**src/hdl/nstb_pkg.sv**
```systemverilog
package nstb_pkg;

  localparam int unsigned OUT_BITS = 8;

  localparam logic [7:0] CH_TAB   = 8'h09;
  localparam logic [7:0] CH_SPACE = 8'h20;
  localparam logic [7:0] CH_ZERO  = 8'h30;
  localparam logic [7:0] CH_NINE  = 8'h39;
  localparam logic [7:0] CH_UA    = 8'h41;
  localparam logic [7:0] CH_UF    = 8'h46;
  localparam logic [7:0] CH_LA    = 8'h61;
  localparam logic [7:0] CH_LF    = 8'h66;
  localparam logic [7:0] CH_UB    = 8'h42;
  localparam logic [7:0] CH_LB    = 8'h62;
  localparam logic [7:0] CH_UX    = 8'h58;
  localparam logic [7:0] CH_LX    = 8'h78;

  typedef enum logic [1:0] {
    PH_SKIP   = 2'd0,
    PH_ZERO   = 2'd1,
    PH_DIGITS = 2'd2
  } phase_e;

  typedef enum logic [1:0] {
    RX_DEC = 2'd0,
    RX_HEX = 2'd1,
    RX_BIN = 2'd2
  } radix_e;

  typedef struct packed {
    phase_e phase;
    radix_e radix;
    logic   failed;
  } state_t;

  localparam state_t ST_RESET = '{phase: PH_SKIP, radix: RX_DEC, failed: 1'b0};

  typedef struct packed {
    logic [7:0] character;
    logic       last_char;
  } in_t;

  typedef struct packed {
    logic                ok;
    logic [OUT_BITS-1:0] value;
  } out_t;

endpackage

```
**src/hdl/nstb_step.sv**
```systemverilog
module nstb_step #(
  parameter int unsigned VALUE_BITS = 8
) (
  input  nstb_pkg::state_t        st_i,
  input  logic [VALUE_BITS-1:0]   accum_i,
  input  nstb_pkg::in_t           item_i,
  output nstb_pkg::state_t        st_o,
  output logic [VALUE_BITS-1:0]   accum_o,
  output nstb_pkg::out_t          res_o
);

  logic [7:0]              c;
  logic                    take;
  logic                    clr_acc;
  logic                    fail_pre;
  nstb_pkg::phase_e        ph_pre;
  nstb_pkg::radix_e        rx_use;
  logic [3:0]              digit;
  logic                    is_hexch;
  logic                    digit_ok;
  logic [VALUE_BITS-1:0]   acc_src;
  logic [VALUE_BITS+3:0]   scaled;
  logic [VALUE_BITS+3:0]   sum;
  logic                    ovf;
  nstb_pkg::state_t        st_n;
  logic [VALUE_BITS-1:0]   acc_n;

  assign c = item_i.character;

  // prefix and whitespace handling
  always_comb begin
    take     = 1'b0;
    clr_acc  = 1'b0;
    fail_pre = st_i.failed;
    ph_pre   = st_i.phase;
    rx_use   = st_i.radix;
    if (!st_i.failed) begin
      case (st_i.phase)
        nstb_pkg::PH_SKIP: begin
          if (c == nstb_pkg::CH_SPACE || c == nstb_pkg::CH_TAB) begin
            fail_pre = item_i.last_char;
          end else if (c == nstb_pkg::CH_ZERO && !item_i.last_char) begin
            ph_pre = nstb_pkg::PH_ZERO;
          end else begin
            rx_use = nstb_pkg::RX_DEC;
            take   = 1'b1;
          end
        end
        nstb_pkg::PH_ZERO: begin
          if (c == nstb_pkg::CH_LX || c == nstb_pkg::CH_UX) begin
            rx_use   = nstb_pkg::RX_HEX;
            ph_pre   = nstb_pkg::PH_DIGITS;
            fail_pre = item_i.last_char;
          end else if (c == nstb_pkg::CH_LB || c == nstb_pkg::CH_UB) begin
            rx_use   = nstb_pkg::RX_BIN;
            ph_pre   = nstb_pkg::PH_DIGITS;
            fail_pre = item_i.last_char;
          end else begin
            rx_use  = nstb_pkg::RX_DEC;
            clr_acc = 1'b1;
            take    = 1'b1;
          end
        end
        default: begin
          take = 1'b1;
        end
      endcase
    end
  end

  // digit decode and accumulate
  always_comb begin
    digit    = '0;
    is_hexch = 1'b0;
    if (c inside {[nstb_pkg::CH_ZERO:nstb_pkg::CH_NINE]}) begin
      digit    = 4'(c - nstb_pkg::CH_ZERO);
      is_hexch = 1'b1;
    end else if (c inside {[nstb_pkg::CH_LA:nstb_pkg::CH_LF]}) begin
      digit    = 4'(c - nstb_pkg::CH_LA) + 4'd10;
      is_hexch = 1'b1;
    end else if (c inside {[nstb_pkg::CH_UA:nstb_pkg::CH_UF]}) begin
      digit    = 4'(c - nstb_pkg::CH_UA) + 4'd10;
      is_hexch = 1'b1;
    end

    acc_src = clr_acc ? '0 : accum_i;

    case (rx_use)
      nstb_pkg::RX_HEX: begin
        digit_ok = is_hexch;
        scaled   = {acc_src, 4'b0000};
      end
      nstb_pkg::RX_BIN: begin
        digit_ok = is_hexch && (digit < 4'd2);
        scaled   = {3'b000, acc_src, 1'b0};
      end
      default: begin
        digit_ok = is_hexch && (digit < 4'd10);
        scaled   = {1'b0, acc_src, 3'b000} + {3'b000, acc_src, 1'b0};
      end
    endcase

    sum = scaled + (VALUE_BITS+4)'(digit);
    ovf = |sum[VALUE_BITS+3:VALUE_BITS];
  end

  // next state
  always_comb begin
    st_n.phase  = take ? nstb_pkg::PH_DIGITS : ph_pre;
    st_n.radix  = rx_use;
    st_n.failed = fail_pre | (take & (~digit_ok | ovf));
    acc_n       = (take && digit_ok && !ovf) ? sum[VALUE_BITS-1:0] : acc_src;
    if (item_i.last_char) begin
      st_o    = nstb_pkg::ST_RESET;
      accum_o = '0;
    end else begin
      st_o    = st_n;
      accum_o = acc_n;
    end
  end

  // result
  always_comb begin
    res_o.ok    = ~st_n.failed;
    res_o.value = st_n.failed ? '0 : acc_n[nstb_pkg::OUT_BITS-1:0];
  end

endmodule

```
**src/hdl/numeric_string_to_byte.sv**
```systemverilog
// Throughput: one character per cycle; the input stalls only while a result is held.
// One input register, one combinational update of phase/radix/accumulator, one result register.
// Reset (rst_ni, async, active low) empties both registers and returns to whitespace skipping.
module numeric_string_to_byte #(
  parameter int unsigned VALUE_BITS = 8
) (
  input  logic           clk_i,
  input  logic           rst_ni,
  input  logic           in_valid_i,
  output logic           in_ready_o,
  input  nstb_pkg::in_t  in_data_i,
  output logic           out_valid_o,
  input  logic           out_ready_i,
  output nstb_pkg::out_t out_data_o
);

  nstb_pkg::in_t          in_q;
  logic                   in_valid_q;
  nstb_pkg::state_t       st_q;
  nstb_pkg::state_t       st_d;
  logic [VALUE_BITS-1:0]  accum_q;
  logic [VALUE_BITS-1:0]  accum_d;
  nstb_pkg::out_t         res;
  nstb_pkg::out_t         out_q;
  logic                   out_valid_q;
  logic                   slot_free;
  logic                   advance;

  assign slot_free  = !out_valid_q || out_ready_i;
  assign advance    = in_valid_q && (!in_q.last_char || slot_free);
  assign in_ready_o = !in_valid_q || advance;

  nstb_step #(
    .VALUE_BITS(VALUE_BITS)
  ) u_step (
    .st_i    (st_q),
    .accum_i (accum_q),
    .item_i  (in_q),
    .st_o    (st_d),
    .accum_o (accum_d),
    .res_o   (res)
  );

  always_ff @(posedge clk_i or negedge rst_ni) begin
    if (!rst_ni) begin
      in_valid_q <= 1'b0;
    end else if (in_ready_o) begin
      in_valid_q <= in_valid_i;
    end
  end

  always_ff @(posedge clk_i) begin
    if (in_valid_i && in_ready_o) begin
      in_q <= in_data_i;
    end
  end

  always_ff @(posedge clk_i or negedge rst_ni) begin
    if (!rst_ni) begin
      st_q    <= nstb_pkg::ST_RESET;
      accum_q <= '0;
    end else if (advance) begin
      st_q    <= st_d;
      accum_q <= accum_d;
    end
  end

  always_ff @(posedge clk_i or negedge rst_ni) begin
    if (!rst_ni) begin
      out_valid_q <= 1'b0;
    end else if (advance && in_q.last_char) begin
      out_valid_q <= 1'b1;
    end else if (out_ready_i) begin
      out_valid_q <= 1'b0;
    end
  end

  always_ff @(posedge clk_i) begin
    if (advance && in_q.last_char) begin
      out_q <= res;
    end
  end

  assign out_valid_o = out_valid_q;
  assign out_data_o  = out_q;

endmodule

```
**config.mk**
```make
export PLATFORM = sky130hd
export DESIGN_NAME = numeric_string_to_byte
export DESIGN_NICKNAME = d
export VERILOG_FILES = /design/src/hdl/nstb_pkg.sv /design/src/hdl/nstb_step.sv /design/src/hdl/numeric_string_to_byte.sv
export SDC_FILE = /design/constraint.sdc
export NUM_CORES = 1
export LEC_CHECK = 0
export ABC_CLOCK_PERIOD_IN_PS = 10450
export BUFFER_PORTS_ARGS = -buffer_cell sky130_fd_sc_hd__buf_2
export CAP_MARGIN = 10
export CORE_MARGIN = 10
export CORE_UTILIZATION = 50
export DETAILED_ROUTE_END_ITERATION = 10
export PLACE_DENSITY = 0.75
export SYNTH_ARGS = -nofsm -noshare
export SYNTH_HDL_FRONTEND = slang
export SYNTH_SLANG_ARGS = --single-unit
```
**constraint.sdc**
```tcl
create_clock -name clk_i -period 10.45 [get_ports clk_i]
set_input_delay 0 -clock clk_i [delete_from_list [all_inputs] [get_ports clk_i]]
set_output_delay 0 -clock clk_i [all_outputs]
set_load 0.02 [all_outputs]
```
**After elaboration in Yosys (flattened, before gate mapping)**

Cells that the tools add are included.

- Reductions and logical operators: 26
- Bitwise logic cells: 5
- Add/subtract/negate cells: 7
- Mux-type cells: 40
- Eq/ne operators: 14
- Magnitude comparators: 8

Operators by type and width:

| operator | count |
|---|---|
| 8-bit by 7-bit equality test with 1-bit output (second input constant) | 4 |
| 8-bit two-way mux | 3 |
| 12-bit one-hot mux with 2 select lines | 1 |
| 2-bit two-way mux | 11 |
| 8-bit by 6-bit equality test with 1-bit output (second input constant) | 2 |
| 8-bit by 7-bit >= comparator with 1-bit output (second input constant) | 2 |
| 8-bit by 7-bit <= comparator with 1-bit output (second input constant) | 2 |
| 1-bit two-way mux | 16 |
| 11-bit by 9-bit adder with 12-bit output | 1 |
| 12-bit by 4-bit adder with 12-bit output | 1 |
| 4-bit two-way mux | 3 |
| 4-bit by 1-bit subtractor with 4-bit output (second input constant) | 3 |
| 1-bit logical AND | 11 |
| 4-bit adder (second input constant) | 2 |
| 8-bit by 4-bit equality test with 1-bit output (second input constant) | 1 |
| 8-bit by 6-bit >= comparator with 1-bit output (second input constant) | 1 |
| 8-bit by 6-bit <= comparator with 1-bit output (second input constant) | 1 |
| 2-bit one-hot mux with 2 select lines | 2 |
| 1-bit logical OR | 6 |
| 1-bit one-hot mux with 2 select lines | 3 |
| 6-bit AND reduction | 1 |
| 5-bit two-way mux | 1 |
| 5-bit by 2-bit inequality test with 1-bit output (second input constant) | 1 |
| 2-bit by 1-bit equality test with 1-bit output (second input constant) | 2 |
| other kinds (14) | 19 |

- Flip-flop bits (word level): 33
- Logic and storage cells: 110
- Bits of input ports: 13

**Longest topological paths before layout**

- Word-level depth: 15
- Depth in mapped cells: 20
- Depth with buffers taken out: 19

**Cells and area by module**

A second synthesis with hierarchy kept.

- Cells, all modules: 329
- Area total of the unflattened synthesis: 3,019.1 sq um

By module, submodules not included:

| module | seq. area each (sq um) | times used | cells an instance | area an instance (sq um) |
|---|---|---|---|---|
| nstb_step | 0.0 | 1 | 228 | 1,606.5 |
| numeric_string_to_byte | 915.9 | 1 | 101 | 1,412.6 |

**Worst setup path after synthesis**

OpenSTA, ideal clock, no wires.

- Path kind: register -> register
- Start: reg in_q[4] in the netlist's numbering
- End: reg out_q (netlist bit out_data_o[5]), data pin
- Period minus slack after synthesis: 4,582 ps
- Library setup time: 254 ps
- Stages on the path, launching flop included: 21
- Path buffers: 3
- Arrival time: 4,328 ps
- Setup slack: 5,868 ps
- Path through: edfxtp_1 > buf_6 > or4_1 > nor3_1 > nor3_1 > nand2_1 > a21oi_1 > o21ai_0 > ha_1 > clkbuf_1 > nor2_1 > nor2b_1 > ha_1 > fa_1 > a21oi_1 > a211oi_1 > o211a_1 > o21a_1 > buf_6 > o21ai_1 > and2b_1

- Longest elaborated chain between the ends: 14

RTL lines:

| element | RTL line | text |
|---|---|---|
| start: declaration | numeric_string_to_byte.sv:17 | `nstb_pkg::in_t in_q;` |
| start signal: assignment | numeric_string_to_byte.sv:54 | `in_q <= in_data_i;` |
| 8-bit by 7-bit equality test with 1-bit output | nstb_step.sv:54 | `end else if (c == nstb_pkg::CH_LB \|\| c == nstb_pkg::CH_UB) begin` |
| 1-bit logical OR | nstb_step.sv:54 |  |
| 1-bit two-way mux | nstb_step.sv:54 |  |
| 1-bit two-way mux | nstb_step.sv:50 | `if (c == nstb_pkg::CH_LX \|\| c == nstb_pkg::CH_UX) begin` |
| 1-bit two-way mux | nstb_step.sv:38 | `case (st_i.phase)` |
| 1-bit two-way mux | nstb_step.sv:37 | `if (!st_i.failed) begin` |
| 8-bit two-way mux | nstb_step.sv:86 | `acc_src = clr_acc ? '0 : accum_i;` |
| 11-bit by 9-bit adder with 12-bit output | nstb_step.sv:99 | `scaled = {1'b0, acc_src, 3'b000} + {3'b000, acc_src, 1'b0};` |
| 12-bit one-hot mux with 2 select lines | nstb_step.sv:88 | `case (rx_use)` |
| 12-bit by 4-bit adder with 12-bit output | nstb_step.sv:103 | `sum = scaled + (VALUE_BITS+4)'(digit);` |
| 4-bit OR reduction | nstb_step.sv:104 | `ovf = \|sum[VALUE_BITS+3:VALUE_BITS];` |
| 1-bit bitwise OR or 1-bit logical NOT (tied branches) | nstb_step.sv:111, nstb_step.sv:112 |  |
| 1-bit AND or 1-bit logical AND (tied branches) | nstb_step.sv:111, nstb_step.sv:112 |  |
| 1-bit bitwise OR or 8-bit two-way mux (tied branches) | nstb_step.sv:111, nstb_step.sv:112 |  |
| end signal: assignment | numeric_string_to_byte.sv:80 | `out_q <= res;` |
| end: declaration | numeric_string_to_byte.sv:24 | `nstb_pkg::out_t out_q;` |

Parallel ways exist; a longest one is shown, timed or not.
A chain may end at the register's enable or synchronous reset.

**Final worst setup path**

Ends and elaborated chain as after synthesis.

==> impl_results.rst <==
.. list-table::
   :header-rows: 1

   * - Metric
     - Value
   * - Outcome
     - completed
   * - Antenna violations before repair
     - 0
   * - Initial standard-cell utilization of the core
     - 52.09%
   * - Bufs on Longest Clock Path
     - 2
   * - Detail Placement HPWL
     - 5.027 mm
   * - Number of synthesized register bits
     - 33
   * - I/O pin total
     - 24
   * - Die Outline Area
     - 8683 µm²
   * - Least-Margin Pin Slew
     - 0.8250 ns
   * - Fraction of registers with async set or reset after synthesis
     - 45.45%
   * - Via-per-instance ratio
     - 5.982
   * - Count of mapped cells out of synthesis
     - 285
   * - Die span in y
     - 93.18 µm
   * - Top achievable clock speed
     - 0.1874 GHz
   * - Mean instance size in the synthesized netlist
     - 9.395 µm²
   * - Summed instance area of the synthesized netlist
     - 2678 µm²
   * - Number of CTS-inserted buffers
     - 5
   * - Clock-pin slew reported for the worst setup and hold paths after clock tree synthesis
     - 0.07 ns
   * - Part of the Yosys area used for sequential elements
     - 34.21%
   * - Via count of the first global-routing pass
     - 2220
   * - Instance count after placement with tap cells included
     - 369
   * - Root Buffer
     - clkbuf_8
   * - Worst hold path class
     - in2async
   * - Iteration-0 DRC Markers
     - 211
   * - Biggest area consumer among synthesized cells
     - edfxtp_1
   * - Required arrival time at the worst endpoint
     - 10.50 ns
   * - Antenna cells
     - 0
   * - Source-to-sink clock delay at the later pin of the worst-skew pair
     - 0.29 ns
   * - CTS tree
     - yes
   * - Fraction of layout instances using a drive strength above 1
     - 14.73%
   * - Post-cts resize count
     - 0
   * - Normalized max-slew margin
     - 43.58%
   * - Power share of the clock group
     - 28.3%
   * - Detailed-routing iteration count for the pre-antenna-repair pass
     - 4
   * - Overall via count from detail_route
     - 2327
   * - Placeable core area
     - 5140 µm²
   * - TritonCTS Sinks
     - 33
   * - WL final
     - 6.448 mm
   * - Number of synthesized flops with an enable pin
     - 18
   * - Net Count, Synth
     - 316
   * - Internal Dissipation
     - 0.2321 mW
   * - Final nets
     - 349
   * - Number of hold-slack violations in the final timing report
     - 0
   * - Critical path type
     - reg2reg
   * - Gr ovfl total
     - 0
   * - Gp weighted congestion
     - 0.9819
   * - Count of input and output buffers
     - 23
   * - Switching Share
     - 33.07%
   * - Switching power
     - 0.1147 mW
   * - RSZ-0062 raised after global routing
     - false
   * - Combined global-route utilization of all metal layers
     - 15.30%
   * - Maximum number of pins on one net before global-route repair
     - 16
   * - Non-filler instance count after layout
     - 389
   * - Largest driver fanout on the critical path
     - 14
   * - Layout Skew
     - 0.008336 ns
   * - Die width
     - 93.18 µm
   * - Global-route wire length before repair
     - 10.92 mm
   * - Number of antenna-violating nets in the routed design
     - 0
   * - Synth unique cells
     - 72
   * - Share of the clock period used by the worst path after layout
     - 51.06%
   * - IR Drop Worst-Case VDD
     - 70.52 µV
   * - Routed WL per cell
     - 16.58 µm
   * - Area share of the largest cell type after synthesis
     - 20.19%
   * - Final setup TNS
     - 0 ns
   * - Final setup violation count
     - 0
   * - Worst setup SP type
     - flop
   * - H-tree depth
     - 2
   * - Minimum period implied by the final worst setup slack
     - 5.336 ns
   * - Pleak
     - 1.288 nW
   * - Critical Path AT
     - 5.38 ns
   * - Relative area change from synthesis to final layout
     - 13.13%
   * - Warnings, synthesis
     - 0
   * - Number of standard-cell rows in the floorplan
     - 26
   * - Synth area leaders
     - edfxtp_1, dfrtp_1, ha_1
   * - Logic gate share of total power
     - 24.1%
   * - Kind of capture point of the worst setup path
     - flop
   * - Max-cap violation count
     - 0
   * - Number of remaining DRC errors
     - 0
   * - PD cells
     - 114.5 nW/µm²
   * - Slew Viols, Final
     - 0
   * - Part of the total power dissipated in sequential elements
     - 47.5%
   * - Predominant post-synthesis flop cell
     - edfxtp_1
-- layout by cell type, fill, tap and decap left out, drive strengths merged, types with 5 or more instances in the layout --
cell / instances
clkbuf: 6
dfrtp: 15
nand2: 18
xor2: 5
nand2b: 7
mux2i: 9
buf: 23
inv: 30
a21oi: 25
edfxtp: 18
ha: 16
o32ai: 6
nor2: 18
dlygate4sd3: 12
o21ai: 17
o22ai: 6
-- per-stage QoR --
stage / setup slack (ns) / area (µm²) / hold WS, ns / power [mW] / utilization (%)
after floorplan: 5.868 / 2678 / -0.2956 / 0.2275 / -
after global placement: 5.211 / 2818 / -0.07693 / 0.2430 / 54.82
after detailed placement: 5.226 / 2818 / -0.07128 / 0.2458 / 54.82
after CTS: 5.186 / 3029 / 0.1625 / 0.3465 / 58.93
after global routing: 4.756 / 3029 / 0.2099 / 0.3652 / 58.93
final: 5.114 / 3029 / 0.1572 / 0.3468 / 58.93
-- final cells by class --
class | count | area, µm²
sequential | 33 | 915.9
timing repair buffer | 35 | 235.2
clock inverter | 2 | 8.758
fill | 453 | 2111
multi-input combinational | 213 | 1587
inverter | 30 | 112.6
tap | 70 | 87.58
clock buffer | 6 | 82.58
-- kinds of logic after synthesis --
kind of cell	count (synthesis)	share of synthesized area (%)
AO/OA/AOI/OAI	95	25.33
AND/OR/NAND/NOR	81	18.22
buffers and inverters	39	6.542
flip-flops	33	34.21
adder cells (fa/ha/maj)	18	8.972
multiplexers	10	3.785
XOR/XNOR	9	2.944
-- synth_stat cells (2+ instances only) --
library cell and number:
inv_1 29, a21oi_1 24, edfxtp_1 18, nand2_1 18, nor2_1 18, ha_1 16
dfrtp_1 15, o21ai_0 15, mux2i_1 9, nand2b_1 7, o22ai_1 6, o32ai_1 6
xor2_1 5, a21o_1 4, and2_1 4, nand3_1 4, nand3b_1 4, nor2b_1 4
o2111ai_1 4, xnor2_1 4, a211oi_1 3, a311oi_1 3, a32oi_1 3, buf_6 3
clkbuf_1 3, nor3_1 3, a22o_1 2, a22oi_1 2, a31oi_1 2, buf_2 2
fa_1 2, o211a_1 2, o21bai_1 2
-- layer usage --
metal	part of all wire (%)	vias up	track usage (%)
li1	-	1132	-
met1	45	1114	19.73
met2	47	71	24.42
met3	6.7	10	3.997
met4	1.4	0	4.756
met5	0	-	0
-- sequential cells by signal (all words and copies together), names as in the netlist --
signal,count
accum_q,8
out_data_o,9
out_valid_o,1
in_valid_q,1
st_q,5
in_q,9
-- path summary, 6_finish.rpt --
path | startpoint | to | slack, ns | cells after the start
setup reg to reg | in_q[4] | out_data_o[5] | 5.11 | 17
min in group clk_i | in_data_i[4] | in_q[4] | 0.42 | 2
setup / recovery | in_q[4] | out_data_o[5] | 5.11 | 17
max in group asynchronous | rst_ni | accum_q[2] | 10.03 | 2
hold / removal | rst_ni | accum_q[3] | 0.16 | 2
hold reg to reg | st_q[2] | st_q[2] | 0.50 | 2
-- power groups by stage --
stage | Clock, mW | Sequential (mW) | Combinational (mW)
floorplan | 0 | 0.160 | 0.0677
finish | 0.0982 | 0.165 | 0.0837
global placement | 0 | 0.166 | 0.0769
CTS | 0.0996 | 0.164 | 0.0826
global route | 0.105 | 0.167 | 0.0924
detailed placement | 0 | 0.167 | 0.0788
-- critical path: stages, from the launching register on --
cell and delay, ns:
edfxtp_1 0.52, or4_1 0.56, nor3_1 0.25, nor3_1 0.10, nand2_1 0.11, a21oi_1 0.07, o21ai_0 0.24, ha_1 0.44
nor2_1 0.21, nor2b_1 0.07, ha_1 0.21, fa_1 0.42, a21oi_1 0.43, a211oi_1 0.09, o211a_1 0.28, o21a_1 0.31
o21ai_1 0.54, and2b_1 0.26
-- what timing repair did --
| action | 4_1_cts | 5_1_grt |
|---|---|---|
| setup buffers | 0 | 0 |
| endpoints found under the hold margin | 26 | 0 |
| hold buffers | 12 | 0 |
Note: power is estimated with default switching activity, not from simulation.
